### src/design/assert_macros.svh
// Assertion helper macros for the design folder.
`ifndef ASSERT_MACROS_SVH
`define ASSERT_MACROS_SVH
`ifndef SYNTHESIS
`define ASSERT_IMPL(label, clk, rst_n, prop, msg) \
  label: assert property (@(posedge clk) disable iff (!rst_n) (prop)) else $error(msg);
`define ASSERT_NEVER(label, clk, rst_n, cond, msg) \
  label: assert property (@(posedge clk) disable iff (!rst_n) !(cond)) else $error(msg);
`else
`define ASSERT_IMPL(label, clk, rst_n, prop, msg)
`define ASSERT_NEVER(label, clk, rst_n, cond, msg)
`endif
`endif

### src/design/tcs_pkg.sv
// ----------------------------------------------------------------------------
// tcs_pkg
// Types and constants shared by the textured column shader modules.
// ----------------------------------------------------------------------------
package tcs_pkg;
  localparam int TEX_SIZE     = 64;
  localparam int NUM_TEXTURES = 4;
  localparam int SCREEN_W     = 1024;
  localparam int SCREEN_H     = 1024;
  localparam int TEX_W        = $clog2(TEX_SIZE);
  localparam int WALL_W       = 2;
  localparam int ADDR_W       = WALL_W + 2 * TEX_W;
  localparam int DEPTH        = NUM_TEXTURES * TEX_SIZE * TEX_SIZE;
  localparam int DIV_STEPS    = 19;

  localparam logic [1:0] CMD_WRITE = 2'd0;
  localparam logic [1:0] CMD_START = 2'd1;
  localparam logic [1:0] CMD_EMIT  = 2'd2;
  localparam logic [1:0] CMD_NONE  = 2'd3;

  localparam logic [23:0] FOG_LIMIT = 24'd1280;

  typedef struct packed {
    logic tex_write;
    logic col_start;
    logic emit;
    logic div_start;
    logic div_step;
  } tcs_cmd_t;

  typedef struct packed {
    logic row_left;
    logic fog_on;
  } tcs_status_t;
endpackage

### src/design/tcs_ctrl.sv
// ----------------------------------------------------------------------------
// tcs_ctrl
// Sequencer: decode commands, run the fog divider, hold the result.
// ----------------------------------------------------------------------------
module tcs_ctrl (
  input  logic                 clk,
  input  logic                 rst_n,
  input  logic                 in_valid,
  output logic                 in_ready,
  input  logic [1:0]           in_cmd,
  output logic                 out_valid,
  input  logic                 out_ready,
  input  tcs_pkg::tcs_status_t status,
  output tcs_pkg::tcs_cmd_t    cmd
);
  import tcs_pkg::*;

  localparam logic [1:0] S_IDLE = 2'd0;
  localparam logic [1:0] S_LOAD = 2'd1;
  localparam logic [1:0] S_DIV  = 2'd2;
  localparam logic [1:0] S_OUT  = 2'd3;

  logic [1:0] state_r, state_nxt;
  logic [4:0] cnt_r, cnt_nxt;
  logic       acc;

  assign in_ready  = state_r == S_IDLE;
  assign out_valid = state_r == S_OUT;
  assign acc       = in_valid && in_ready;

  always_comb begin
    cmd = '0;
    state_nxt = state_r;
    cnt_nxt = cnt_r;
    case (state_r)
      S_IDLE: begin
        if (acc) begin
          cmd.tex_write = in_cmd == CMD_WRITE;
          cmd.col_start = in_cmd == CMD_START;
          if (in_cmd == CMD_EMIT && status.row_left) begin
            cmd.emit = 1'b1;
            state_nxt = S_LOAD;
          end
        end
      end
      S_LOAD: begin
        cmd.div_start = 1'b1;
        cnt_nxt = '0;
        state_nxt = status.fog_on ? S_DIV : S_OUT;
      end
      S_DIV: begin
        cmd.div_step = 1'b1;
        cnt_nxt = cnt_r + 5'd1;
        if (cnt_r == 5'(DIV_STEPS - 1)) state_nxt = S_OUT;
      end
      S_OUT: begin
        if (out_ready) state_nxt = S_IDLE;
      end
      default: state_nxt = S_IDLE;
    endcase
  end

  // Advance the sequencer
  always_ff @(posedge clk) begin
    if (!rst_n) begin
      state_r <= S_IDLE;
      cnt_r <= '0;
    end else begin
      state_r <= state_nxt;
      cnt_r <= cnt_nxt;
    end
  end
endmodule

### config.mk
export PLATFORM = sky130hd
export DESIGN_NAME = tcs_ctrl
export DESIGN_NICKNAME = d
export VERILOG_FILES = /design/src/design/assert_macros.svh /design/src/design/tcs_pkg.sv /design/src/design/tcs_ctrl.sv
export SDC_FILE = /design/constraint.sdc
export NUM_CORES = 1
export LEC_CHECK = 0
export ABC_CLOCK_PERIOD_IN_PS = 2420
export BUFFER_PORTS_ARGS = -buffer_cell sky130_fd_sc_hd__buf_2
export CAP_MARGIN = 20
export CORE_AREA = 4 4 41 43
export DETAILED_ROUTE_END_ITERATION = 10
export DIE_AREA = 0 0 45 47
export SYNTH_ARGS = -nofsm -noshare
export SYNTH_HDL_FRONTEND = slang
export SYNTH_SLANG_ARGS = --single-unit
### constraint.sdc
create_clock -name clk -period 2.42 [get_ports clk]
set_clock_uncertainty 0.1 [all_clocks]
set_input_delay 0.242 -clock clk [delete_from_list [all_inputs] [get_ports clk]]
set_output_delay 0.242 -clock clk [all_outputs]
set_load 0.005 [all_outputs]
# Word level (Yosys, flattened, before mapping)
# Index checks and enable logic that the tools add are counted.
classes:
  n_addsub: 1
  mul: 0
  div: 0
  magnitude_cmp: 0
  eq_ne: 10
  shift: 0
  mux: 12
  bitwise: 0
  n_reduce_logical: 6
op_table:
  columns: ["op", "count"]
  rows:
  - ["5-bit case mux with 2 select lines", 1]
  - ["2-bit 2-to-1 mux", 4]
  - ["2-bit case mux with 4 select lines", 1]
  - ["2-bit equality test, second input constant", 3]
  - ["3-bit 2-to-1 mux", 2]
  - ["2-bit by 1-bit inequality test with 1-bit output, second input constant", 3]
  - ["5-bit by 1-bit adder with 5-bit output, second input constant", 1]
  - ["5-bit equality test, second input constant", 1]
  - ["2-bit by 1-bit equality test with 1-bit output, second input constant", 2]
  - ["2-bit zero test", 2]
  - ["1-bit 2-to-1 mux", 4]
  - ["4-bit AND reduction", 1]
  - ["1-bit logical AND", 2]
  - ["2-bit inequality test, second input constant", 1]
  - ["2-bit nonzero test", 1]
word_totals:
  ff_bits: 7
  latch_bits: 0
  ram_bits: 0
  rom_bits: 0
  input_bits: 8
  elab_cells: 31
  n_memories: 0

# Longest topological paths before layout
# Gate-level depths: netlist of run 1.
logic_depth:
  word_depth: 5
  ltp_mapped: 5
  depth_no_buf: 5

# Worst setup path after synthesis of run 1
# No wires, ideal clock.
synth_path:
  path_type: "register to register"
  startpoint: "register state_r[0]"
  endpoint: "register state_r[0]"
  setup_ns: 0.060
  t_arrival_ns: 1.225
  required_ns: 2.260
  path_slack_ns: 1.035
  path_stages_with_launch: 5
  path_cell_list: "dfxtp_1 > inv_1 > ha_1 > a221oi_2 > o221a_1"
synth_between:
  elab_chain_cells: 4
  word_cells_on_any_way: 11
  classes_between: "eq/ne (7); mux (1); reduce/logical (3)"
synth_rtl:
  columns: ["element", "line_no", "rtl"]
  rows:
  - ["start, declared", "tcs_ctrl.sv:23", "logic [1:0] state_r, state_nxt;"]
  - ["start signal, assigned", "tcs_ctrl.sv:69", "state_r <= state_nxt;"]
  - ["2-bit zero test", "tcs_ctrl.sv:27, tcs_ctrl.sv:35", null]
  - ["1-bit logical AND", "tcs_ctrl.sv:29", "assign acc = in_valid && in_ready;"]
  - ["2-bit by 1-bit inequality test with 1-bit output (no line)", null, null]
  - ["4-bit AND reduction (no line)", null, null]
# Parallel ways exist; a longest one is shown, timed or not.
# A chain may end at the register's enable or synchronous reset.

==> flow_metrics.py, run 1 <==
metrics = {
    "status": {
        "status": "completed",
    },
    "sta": {
        "min_period_ps": 1720,
        "fin_tns_setup_ps": 0,
        "setup_viol": 0,
        "finalHoldViolCount": 0,
        "setup_ws_ps": 695,
        "min_period_over_period_pct": 71.3,
        "fmax_mhz": 580,
        "drv_slew": 0,
        "rsz0062_at_grt": "no",
        "relSlewSlack_pct": 81.8,
        "tightest_slew_ps": 273,
    },
    "placement": {
        "routabilityCongestion": 0.760,
        "place_inst": 79,
        "io_buffers": 14,
        "dp_slack_ps": 927,
        "dp_hpwl_um": 722,
    },
    "die": {
        "dieHeight_um": 47,
        "placementRows": 13,
        "top_level_ports": 15,
        "die-width_um": 45,
        "start_util_pct": 35.3,
        "fp.dieArea_mm2": 0.00212,
        "core_mm2": 0.00130,
    },
    "cells_and_area": {
        "nets": 83,
        "fin_cells": 83,
        "syn2layout_area_growth_pct": 25.1,
        "drive_gt1_share_pct": 27.9,
        "diodes": 0,
    },
    "clocking": {
        "clock_latency_ps": 250,
        "cts_num_sinks": 7,
        "ctsResizeCount": 0,
        "cts_tree": "yes",
        "cts_hold_buf": 0,
        "clockBufferDepth": 2,
        "cts_buffers": 3,
        "postCtsSetupBuffers": 0,
        "clk_pin_slew_worst_paths_ps": 50,
        "cts.root.buffer_cell": "clkbuf_4",
        "htreeDepth": 1,
    },
    "routing": {
        "wl_per_cell_um": 10.6,
        "detail-route-antenna-nets": 0,
        "route.met2.wl_um": 370,
        "drc_errors": 0,
        "top_layer": "met4",
        "dr.pass1.iters": 4,
        "wirelength_met1_um": 413,
        "drt_iter0_drc": 16,
        "wl_met3_um": 74,
        "wirelength_um": 876,
        "vias": 407,
        "via_per_inst": 4.90,
    },
    "setup_path": {
        "cp.arrival_ps": 1380,
        "endpoint_kind": "output pin",
        "critPathKind": "reg -> out",
        "r2r-start": "state_r[0]",
        "start_kind": "flop",
        "crit_fanout": 6,
        "worstPathRequired_ps": 2080,
        "crit_start": "state_r[0]",
    },
    "pwr": {
        "ir_drop_uv": 306,
        "leakagePower_uw": 0.000256,
        "total_power_uw": 374,
        "power_density_mw_per_mm2": 652,
    },
    "flow_run": {
        "maxCapViolations": 0,
    },
    "synth": {
        "yosysWarnings": 0,
        "syn_nets": 64,
        "synth_cells": 50,
        "synth-seq-cells": 7,
        "synth-seq-area-share_pct": 30.5,
        "synth.cell_area_um2": 459,
        "yosysUniqueCellTypes": 22,
        "syn_area_per_cell_um2": 9.18,
    },
    "worst_hold_path": {
        "min-delay-start": "rst_n",
        "hp-class": "in -> reg",
    },
    "global_routing": {
        "grt_pass1_wl_um": 1470,
        "grt_use_total_pct": 10.1,
        "globalRouteOverflowTotal": 0,
        "grt_max_degree": 8,
        "grt_antenna_before_repair": 0,
        "grt_pass1_vias": 357,
    },
}
-- synth_stat cells (all sizes together) --
cell	instances	share of area, %
nand2	8	6.5
nand4b	1	1.9
nor3	2	2.2
xor2	3	5.7
o21ai	1	1.1
o2bb2ai	1	1.9
o221a	1	2.5
nor3b	1	1.6
a21o	1	1.6
a221oi	1	3.3
nand3	1	1.1
dfxtp	7	31
nand4	2	2.7
o221ai	1	1.9
nand4bb	1	6.0
a21boi	1	1.6
nor2	3	2.5
nor2b	1	1.4
and2	1	1.4
inv	5	4.1
mux2i	1	2.2
ha	6	16
-- cells by family (layout without fill, tap and decap cells) --
logic type               count (synthesis)  after routing  synth area share (%)
AO/OA/AOI/OAI                            7              7                  13.9
XOR/XNOR                                 3              3                  5.72
adder cells (fa/ha/maj)                  6              6                  16.3
buffers and inverters                    5             23                  4.09
flip-flops                               7              7                  30.5
multiplexers                             1              1                  2.18
AND/OR/NAND/NOR                         21             21                  27.3
-- placed cells by master, fill, tap and decap left out --
cell | netlist | final
a21boi_0 | 1 | 1
a21o_1 | 1 | 1
a221oi_2 | 1 | 1
and2_1 | 1 | 1
buf_2 | 0 | 14
clkbuf_1 | 0 | 1
clkbuf_4 | 0 | 3
dfxtp_1 | 7 | 7
ha_1 | 6 | 6
inv_1 | 5 | 5
mux2i_1 | 1 | 1
nand2_1 | 8 | 8
nand3_1 | 1 | 1
nand4_1 | 2 | 2
nand4b_1 | 1 | 1
nand4bb_4 | 1 | 1
nor2_1 | 3 | 3
nor2b_1 | 1 | 1
nor3_1 | 2 | 2
nor3b_1 | 1 | 1
o21ai_1 | 1 | 1
o221a_1 | 1 | 1
o221ai_1 | 1 | 1
o2bb2ai_1 | 1 | 1
xor2_1 | 3 | 3
-- area by class of cell --
class | count | area (µm²)
clock buffers | 4 | 26.3
fillers | 132 | 727
inverters | 5 | 18.8
repair buffers | 14 | 70.1
well taps | 15 | 18.8
flip-flops and latches | 7 | 140
multi-input cells | 38 | 300
-- registers in the layout (all words and copies together), names as in the netlist --
register	flops
cnt_r	5
state_r	2
-- worst max-delay path, stage by stage, from the launching register on --
cell,delay (ps)
dfxtp_1,350
inv_1,100
ha_1,240
nand2_1,110
nor3b_1,200
buf_2,140
-- where the power goes --
group	total (µW)	switching, µW	internal, µW
logic	134	74.2	59.9
clock network	107	43.6	63.0
registers	134	9.83	124
total	374	128	247
-- path summary, 6_finish.rpt --
| path | endpoint | cells after the start | slack, ps |
|---|---|---|---|
| hold / removal | cnt_r[1] | 2 | 170 |
| setup reg to reg | state_r[0] | 4 | 910 |
| setup / recovery | cmd[3] | 5 | 700 |
| hold reg to reg | state_r[1] | 2 | 390 |
-- metal layers --
| metal | up-vias | GRT usage, % |
|---|---|---|
| li1 | 211 | - |
| met1 | 182 | 13.3 |
| met2 | 12 | 13.6 |
| met3 | 2 | 2.68 |
| met4 | 0 | 8.77 |
| met5 | - | 0 |
-- through the flow --
stage | util [%] | hold WS (ps) | area (µm²)
after CTS | 44.1 | 168 | 574
after detailed placement | 42.1 | 393 | 548
after global routing | 44.1 | 191 | 574
after global placement | 42.1 | 401 | 548
final | 44.1 | 173 | 574
after floorplan | - | 264 | 459
(Power assumes the default switching activity.)
==> inputs of run 2 (changes only) <==
Settings changed: ABC_CLOCK_PERIOD_IN_PS 2420 to 1500.
Clock period 2.42 ns to 1.5 ns, I/O delays scaled along.
==> run 2 against run 1 <==
Against the previous run: die area stayed put; setup slack got worse by 640 ps; sequential power increased by 65%; register-to-register slack got worse by 850 ps; sequential cell count unchanged; clock power rose by 59%.
==> flow_metrics.py, run 2 (synthesized netlist as in run 1, its figures left out) <==
metrics = {
    "global_routing": {
        "grt_antenna_before_repair": 0,
        "grt_pass1_vias": 390,
        "globalRouteOverflowTotal": 0,
        "grt_max_degree": 8,
        "grt_use_total_pct": 10.8,
        "grt_pass1_wl_um": 1600,
    },
    "clocking": {
        "cts_tree": "yes",
        "clk_pin_slew_worst_paths_ps": 50,
        "cts_num_sinks": 7,
        "clock_latency_ps": 250,
        "cts.root.buffer_cell": "clkbuf_4",
        "cts_hold_buf": 0,
        "cts_buffers": 3,
        "clockBufferDepth": 2,
        "htreeDepth": 1,
    },
    "routing": {
        "dr.pass1.iters": 4,
        "detail-route-antenna-nets": 0,
        "wl_per_cell_um": 10.6,
        "via_per_inst": 4.81,
        "drc_errors": 0,
        "drt_iter0_drc": 8,
        "wirelength_um": 944,
        "vias": 428,
    },
    "setup_path": {
        "cp.arrival_ps": 1530,
        "endpoint_kind": "flop",
        "critPathKind": "reg -> reg",
        "crit_fanout": 6,
        "worstPathRequired_ps": 1590,
        "start_kind": "flop",
    },
    "placement": {
        "routabilityCongestion": 0.826,
        "dpl_cell_area_um2": 571,
        "dp_hpwl_um": 712,
        "io_buffers": 14,
        "place_inst": 82,
    },
    "sta": {
        "finalHoldViolCount": 0,
        "rsz0062_at_grt": "no",
        "min_period_ps": 1440,
        "relSlewSlack_pct": 81.9,
        "fmax_mhz": 694,
        "min_period_over_period_pct": 96.1,
        "tightest_slew_ps": 271,
        "drv_slew": 0,
        "setup_viol": 0,
        "fin_tns_setup_ps": 0,
    },
    "cells_and_area": {
        "post-route-cell-area_um2": 656,
        "fin_cells": 89,
        "drive_gt1_share_pct": 44.6,
        "final_common_cell": "buf_2",
        "layout_common_cells": "buf_2, nand2_1, buf_4",
        "top_regs": "cnt_r: 5 flops, state_r: 2 flops",
        "nets": 89,
        "utilization_pct": 50.4,
        "top_register": "cnt_r",
        "syn2layout_area_growth_pct": 42.8,
        "diodes": 0,
        "seq_area_um2": 143,
        "multi_input_area_um2": 334,
        "largest_reg_flops": 5,
        "fillerInstances": 128,
    },
    "pwr": {
        "power_density_mw_per_mm2": 1090,
        "ir_drop_uv": 503,
        "leakagePower_uw": 0.000290,
    },
    "die": {
        "start_util_pct": 35.3,
        "dieHeight_um": 47,
        "top_level_ports": 15,
        "placementRows": 13,
        "fp.dieArea_mm2": 0.00212,
        "core_mm2": 0.00130,
        "die-width_um": 45,
    },
    "status": {
        "status": "completed",
    },
    "worst_hold_path": {
        "hp-class": "in -> reg",
    },
    "flow_run": {
        "maxCapViolations": 0,
    },
}
-- run 2: changes by cell type in the layout (fill, tap and decap cells not counted), moves of 2 or more --
cell,previous run,this run
dfxtp_2,0,2
inv_2,0,2
buf_4,0,6
inv_1,5,3
ha_1,6,4
dfxtp_1,7,5
-- run 2: cell type report --
type                            instances  area share [%]
Inverter                                5            2.86
Sequential cell                         7            21.8
Timing Repair Buffer                   20            17.6
Multi-Input combinational cell         38            51.0
Clock buffer                            4            4.01
Tap cell                               15            2.86
-- run 2: what timing repair did --
action	in CTS	in global routing
buffers inserted	1	2
hold endpoints to repair	0	0
pin swaps	0	2
resized for setup	6	4
setup endpoints to repair	3	5
-- run 2: worst max-delay path: stages (launching register included) --
cell and delay (ps):
dfxtp_2 380, inv_2 70, ha_1 270, a221oi_4 340, o221a_1 230
-- run 2: per-stage QoR --
stage                     setup WS, ps  hold slack (ps)  total power [µW]
after detailed placement          28.5              342               445
after CTS                         18.3             76.7               667
after global routing             0.367             76.8               776
final                             58.6             81.0               711
after global placement            48.6              346               444
after floorplan                    115              172               369
-- run 2: path summary, 6_finish.rpt --
kind | cells past startpoint | slack (ps) | to | from
worst min-delay path | 2 | 80 | cnt_r[1] | rst_n
worst min register to register | 2 | 380 | state_r[1] | state_r[1]
worst max register to register | 4 | 60 | state_r[0] | state_r[0]
worst max-delay path | 4 | 60 | state_r[0] | state_r[0]
-- run 2: where the power goes --
part           total, µW  internal (µW)  switching [µW]  leakage, µW
clock                170            101            68.3    0.0000150
sequential           221            203            18.2    0.0000574
combinational        321            174             147     0.000218
total                711            478             233     0.000290
-- run 2: layer usage --
layer	share of wire [%]	vias to the layer above	track usage (%)	routed length, µm
li1	-	224	-	-
met3	6.7	3	2.30	63
met5	0	-	0	0
met2	43	14	15.3	402
met1	48	187	13.5	449
met4	3.0	0	10.5	28
==> inputs of run 3 (changes only) <==
Settings changed: ABC_CLOCK_PERIOD_IN_PS 1500 to 1600, CORE_AREA 4 4 41 43 to 2 2 39 41, DIE_AREA 0 0 45 47 to 0 0 41 43.
Clock period 1.5 ns to 1.6 ns, I/O delays scaled along.
==> run 3 against run 2 <==
Against the previous run: clock power about the same; non-clock buffer count down 4; maximum frequency down 3.0%; clock-buffer cell count unchanged; via count down 1.2%; total power down 11%; combinational power down 16%; design area down 7.3%; largest power group unchanged.
==> flow_metrics.py, run 3 (synthesized netlist as in run 1, its figures left out) <==
metrics = {
    "die": {
        "placementRows": 14,
        "start_util_pct": 33.2,
        "top_level_ports": 15,
        "dieHeight_um": 43,
        "core_mm2": 0.00138,
        "fp.dieArea_mm2": 0.00176,
        "die-width_um": 41,
    },
    "sta": {
        "setup_ws_ps": 114,
        "tightest_slew_ps": 291,
        "rsz0062_at_grt": "no",
        "min_period_over_period_pct": 92.9,
        "setup_viol": 0,
        "fmax_mhz": 673,
        "finalHoldViolCount": 0,
        "relSlewSlack_pct": 80.6,
        "fin_tns_setup_ps": 0,
        "drv_slew": 0,
        "min_period_ps": 1490,
    },
    "global_routing": {
        "grt_pass1_vias": 387,
        "grt_max_degree": 8,
        "globalRouteOverflowTotal": 0,
        "grt_pass1_wl_um": 1530,
        "grt_use_total_pct": 13.3,
        "grt_antenna_before_repair": 0,
    },
    "setup_path": {
        "cp.arrival_ps": 1570,
        "path_delay_family": "compound AO/OA/AOI/OAI gates",
        "path_buf_inv": 1,
        "path_cells": "inv_1 > ha_1 > nand4bb_4 > a221oi_2 > mux2i_1",
        "cpPeakStageDelay_ps": 360,
        "endpoint_kind": "flop",
        "reg2reg_depth": 5,
        "worstPathRequired_ps": 1690,
        "r2r-start": "cnt_r[0]",
        "crit_fanout": 4,
        "ff2ff_setup_slack_ps": 110,
        "critPathKind": "reg -> reg",
        "r2r-end": "state_r[1]",
        "cp_slowest_cell": "a221oi_2",
        "start_kind": "flop",
    },
    "routing": {
        "dr.pass1.iters": 4,
        "top_layer": "met4",
        "wirelength_um": 983,
        "via_per_inst": 4.92,
        "wl_met3_um": 46,
        "detail-route-antenna-nets": 0,
        "route.met2.wl_um": 461,
        "wl_per_cell_um": 11.4,
        "drt_iter0_drc": 3,
        "drc_errors": 0,
        "vias": 423,
        "wirelength_met1_um": 440,
    },
    "cells_and_area": {
        "top_register": "cnt_r",
        "fillerInstances": 144,
        "syn2layout_area_growth_pct": 32.4,
        "final_common_cell": "buf_2",
        "nets": 85,
        "largest_reg_flops": 5,
        "drive_gt1_share_pct": 35.7,
        "diodes": 0,
        "utilization_pct": 43.9,
        "top_regs": "cnt_r: 5 flops, state_r: 2 flops",
        "layout_common_cells": "buf_2, nand2_1, dfxtp_1",
    },
    "pwr": {
        "seqPwrFrac_pct": 30.9,
        "ir_drop_uv": 381,
        "power_density_mw_per_mm2": 1040,
        "p_switching_uw": 220,
        "combinationalPowerShare_pct": 42.7,
        "leakagePower_uw": 0.000270,
        "sw_frac_of_total_pct": 34.7,
        "p_clk_share_pct": 26.4,
        "p_int_uw": 413,
    },
    "status": {
        "status": "completed",
    },
    "clocking": {
        "cts_num_sinks": 7,
        "cts_buffers": 3,
        "clk_pin_slew_worst_paths_ps": 60,
        "clock_latency_ps": 260,
        "htreeDepth": 1,
        "cts_hold_buf": 0,
        "clockBufferDepth": 2,
        "postCtsSetupBuffers": 0,
        "cts_tree": "yes",
        "cts.root.buffer_cell": "clkbuf_4",
    },
    "placement": {
        "dp_slack_ps": 106,
        "io_buffers": 14,
        "dp_hpwl_um": 762,
        "routabilityCongestion": 0.748,
    },
    "worst_hold_path": {
        "hp-class": "in -> reg",
        "hold_depth": 2,
        "min_delay_worst_endpoint": "cnt_r[1]",
        "min-delay-start": "rst_n",
    },
    "flow_run": {
        "maxCapViolations": 0,
    },
}
==> run 3: worst max path at each step <==
stage / from / end / slack, ps / cells past startpoint
finish: cnt_r[0] / state_r[1] / 110 / 5
global placement: state_r[1] / cnt_r[2] / 160 / 5
global route: state_r[1] / cmd[3] / 5 / 5
CTS: state_r[1] / cmd[3] / 4 / 5
detailed placement: cnt_r[0] / state_r[1] / 110 / 5
floorplan: state_r[0] / state_r[0] / 210 / 4
==> run 3: per-stage QoR <==
| step | instances | hold slack [ps] | total power [µW] | instance area [µm²] |
|---|---|---|---|---|
| finish | 86 | 91.1 | 633 | 608 |
| global route | 86 | 89.4 | 680 | 608 |
| CTS | 86 | 92.5 | 609 | 593 |
| detailed placement | 82 | 355 | 436 | 564 |
| global placement | 82 | 349 | 430 | 564 |
| floorplan | 50 | 182 | 346 | 459 |
==> run 3: layer usage <==
metal  up-vias  global-route usage (%)
li1        214                       -
met1       190                    15.6
met4         0                    12.0
met5         -                       0
met3         4                    3.14
met2        15                    18.8
==> run 3: power groups by stage <==
stage                     clock network, µW  logic, µW  registers [µW]
final                                   167        270             196
after global routing                    183        301             197
after CTS                               170        245             194
after detailed placement                  0        238             197
after global placement                    0        233             197
after floorplan                           0        143             203
==> run 3: area by class of cell <==
class / instances / area, µm² / share of cell area, %
inverter: 5 / 18.8 / 3.09
multi-input combinational: 38 / 318 / 52.3
timing repair buffer: 16 / 85.1 / 14.0
tap: 16 / 20.0 / 3.29
sequential: 7 / 140 / 23.0
clock buffer: 4 / 26.3 / 4.32
==> run 3: what timing repair did <==
action	4_1_cts	5_1_grt
setup endpoints to repair	1	3
cloned	0	0
gates resized for setup	1	4
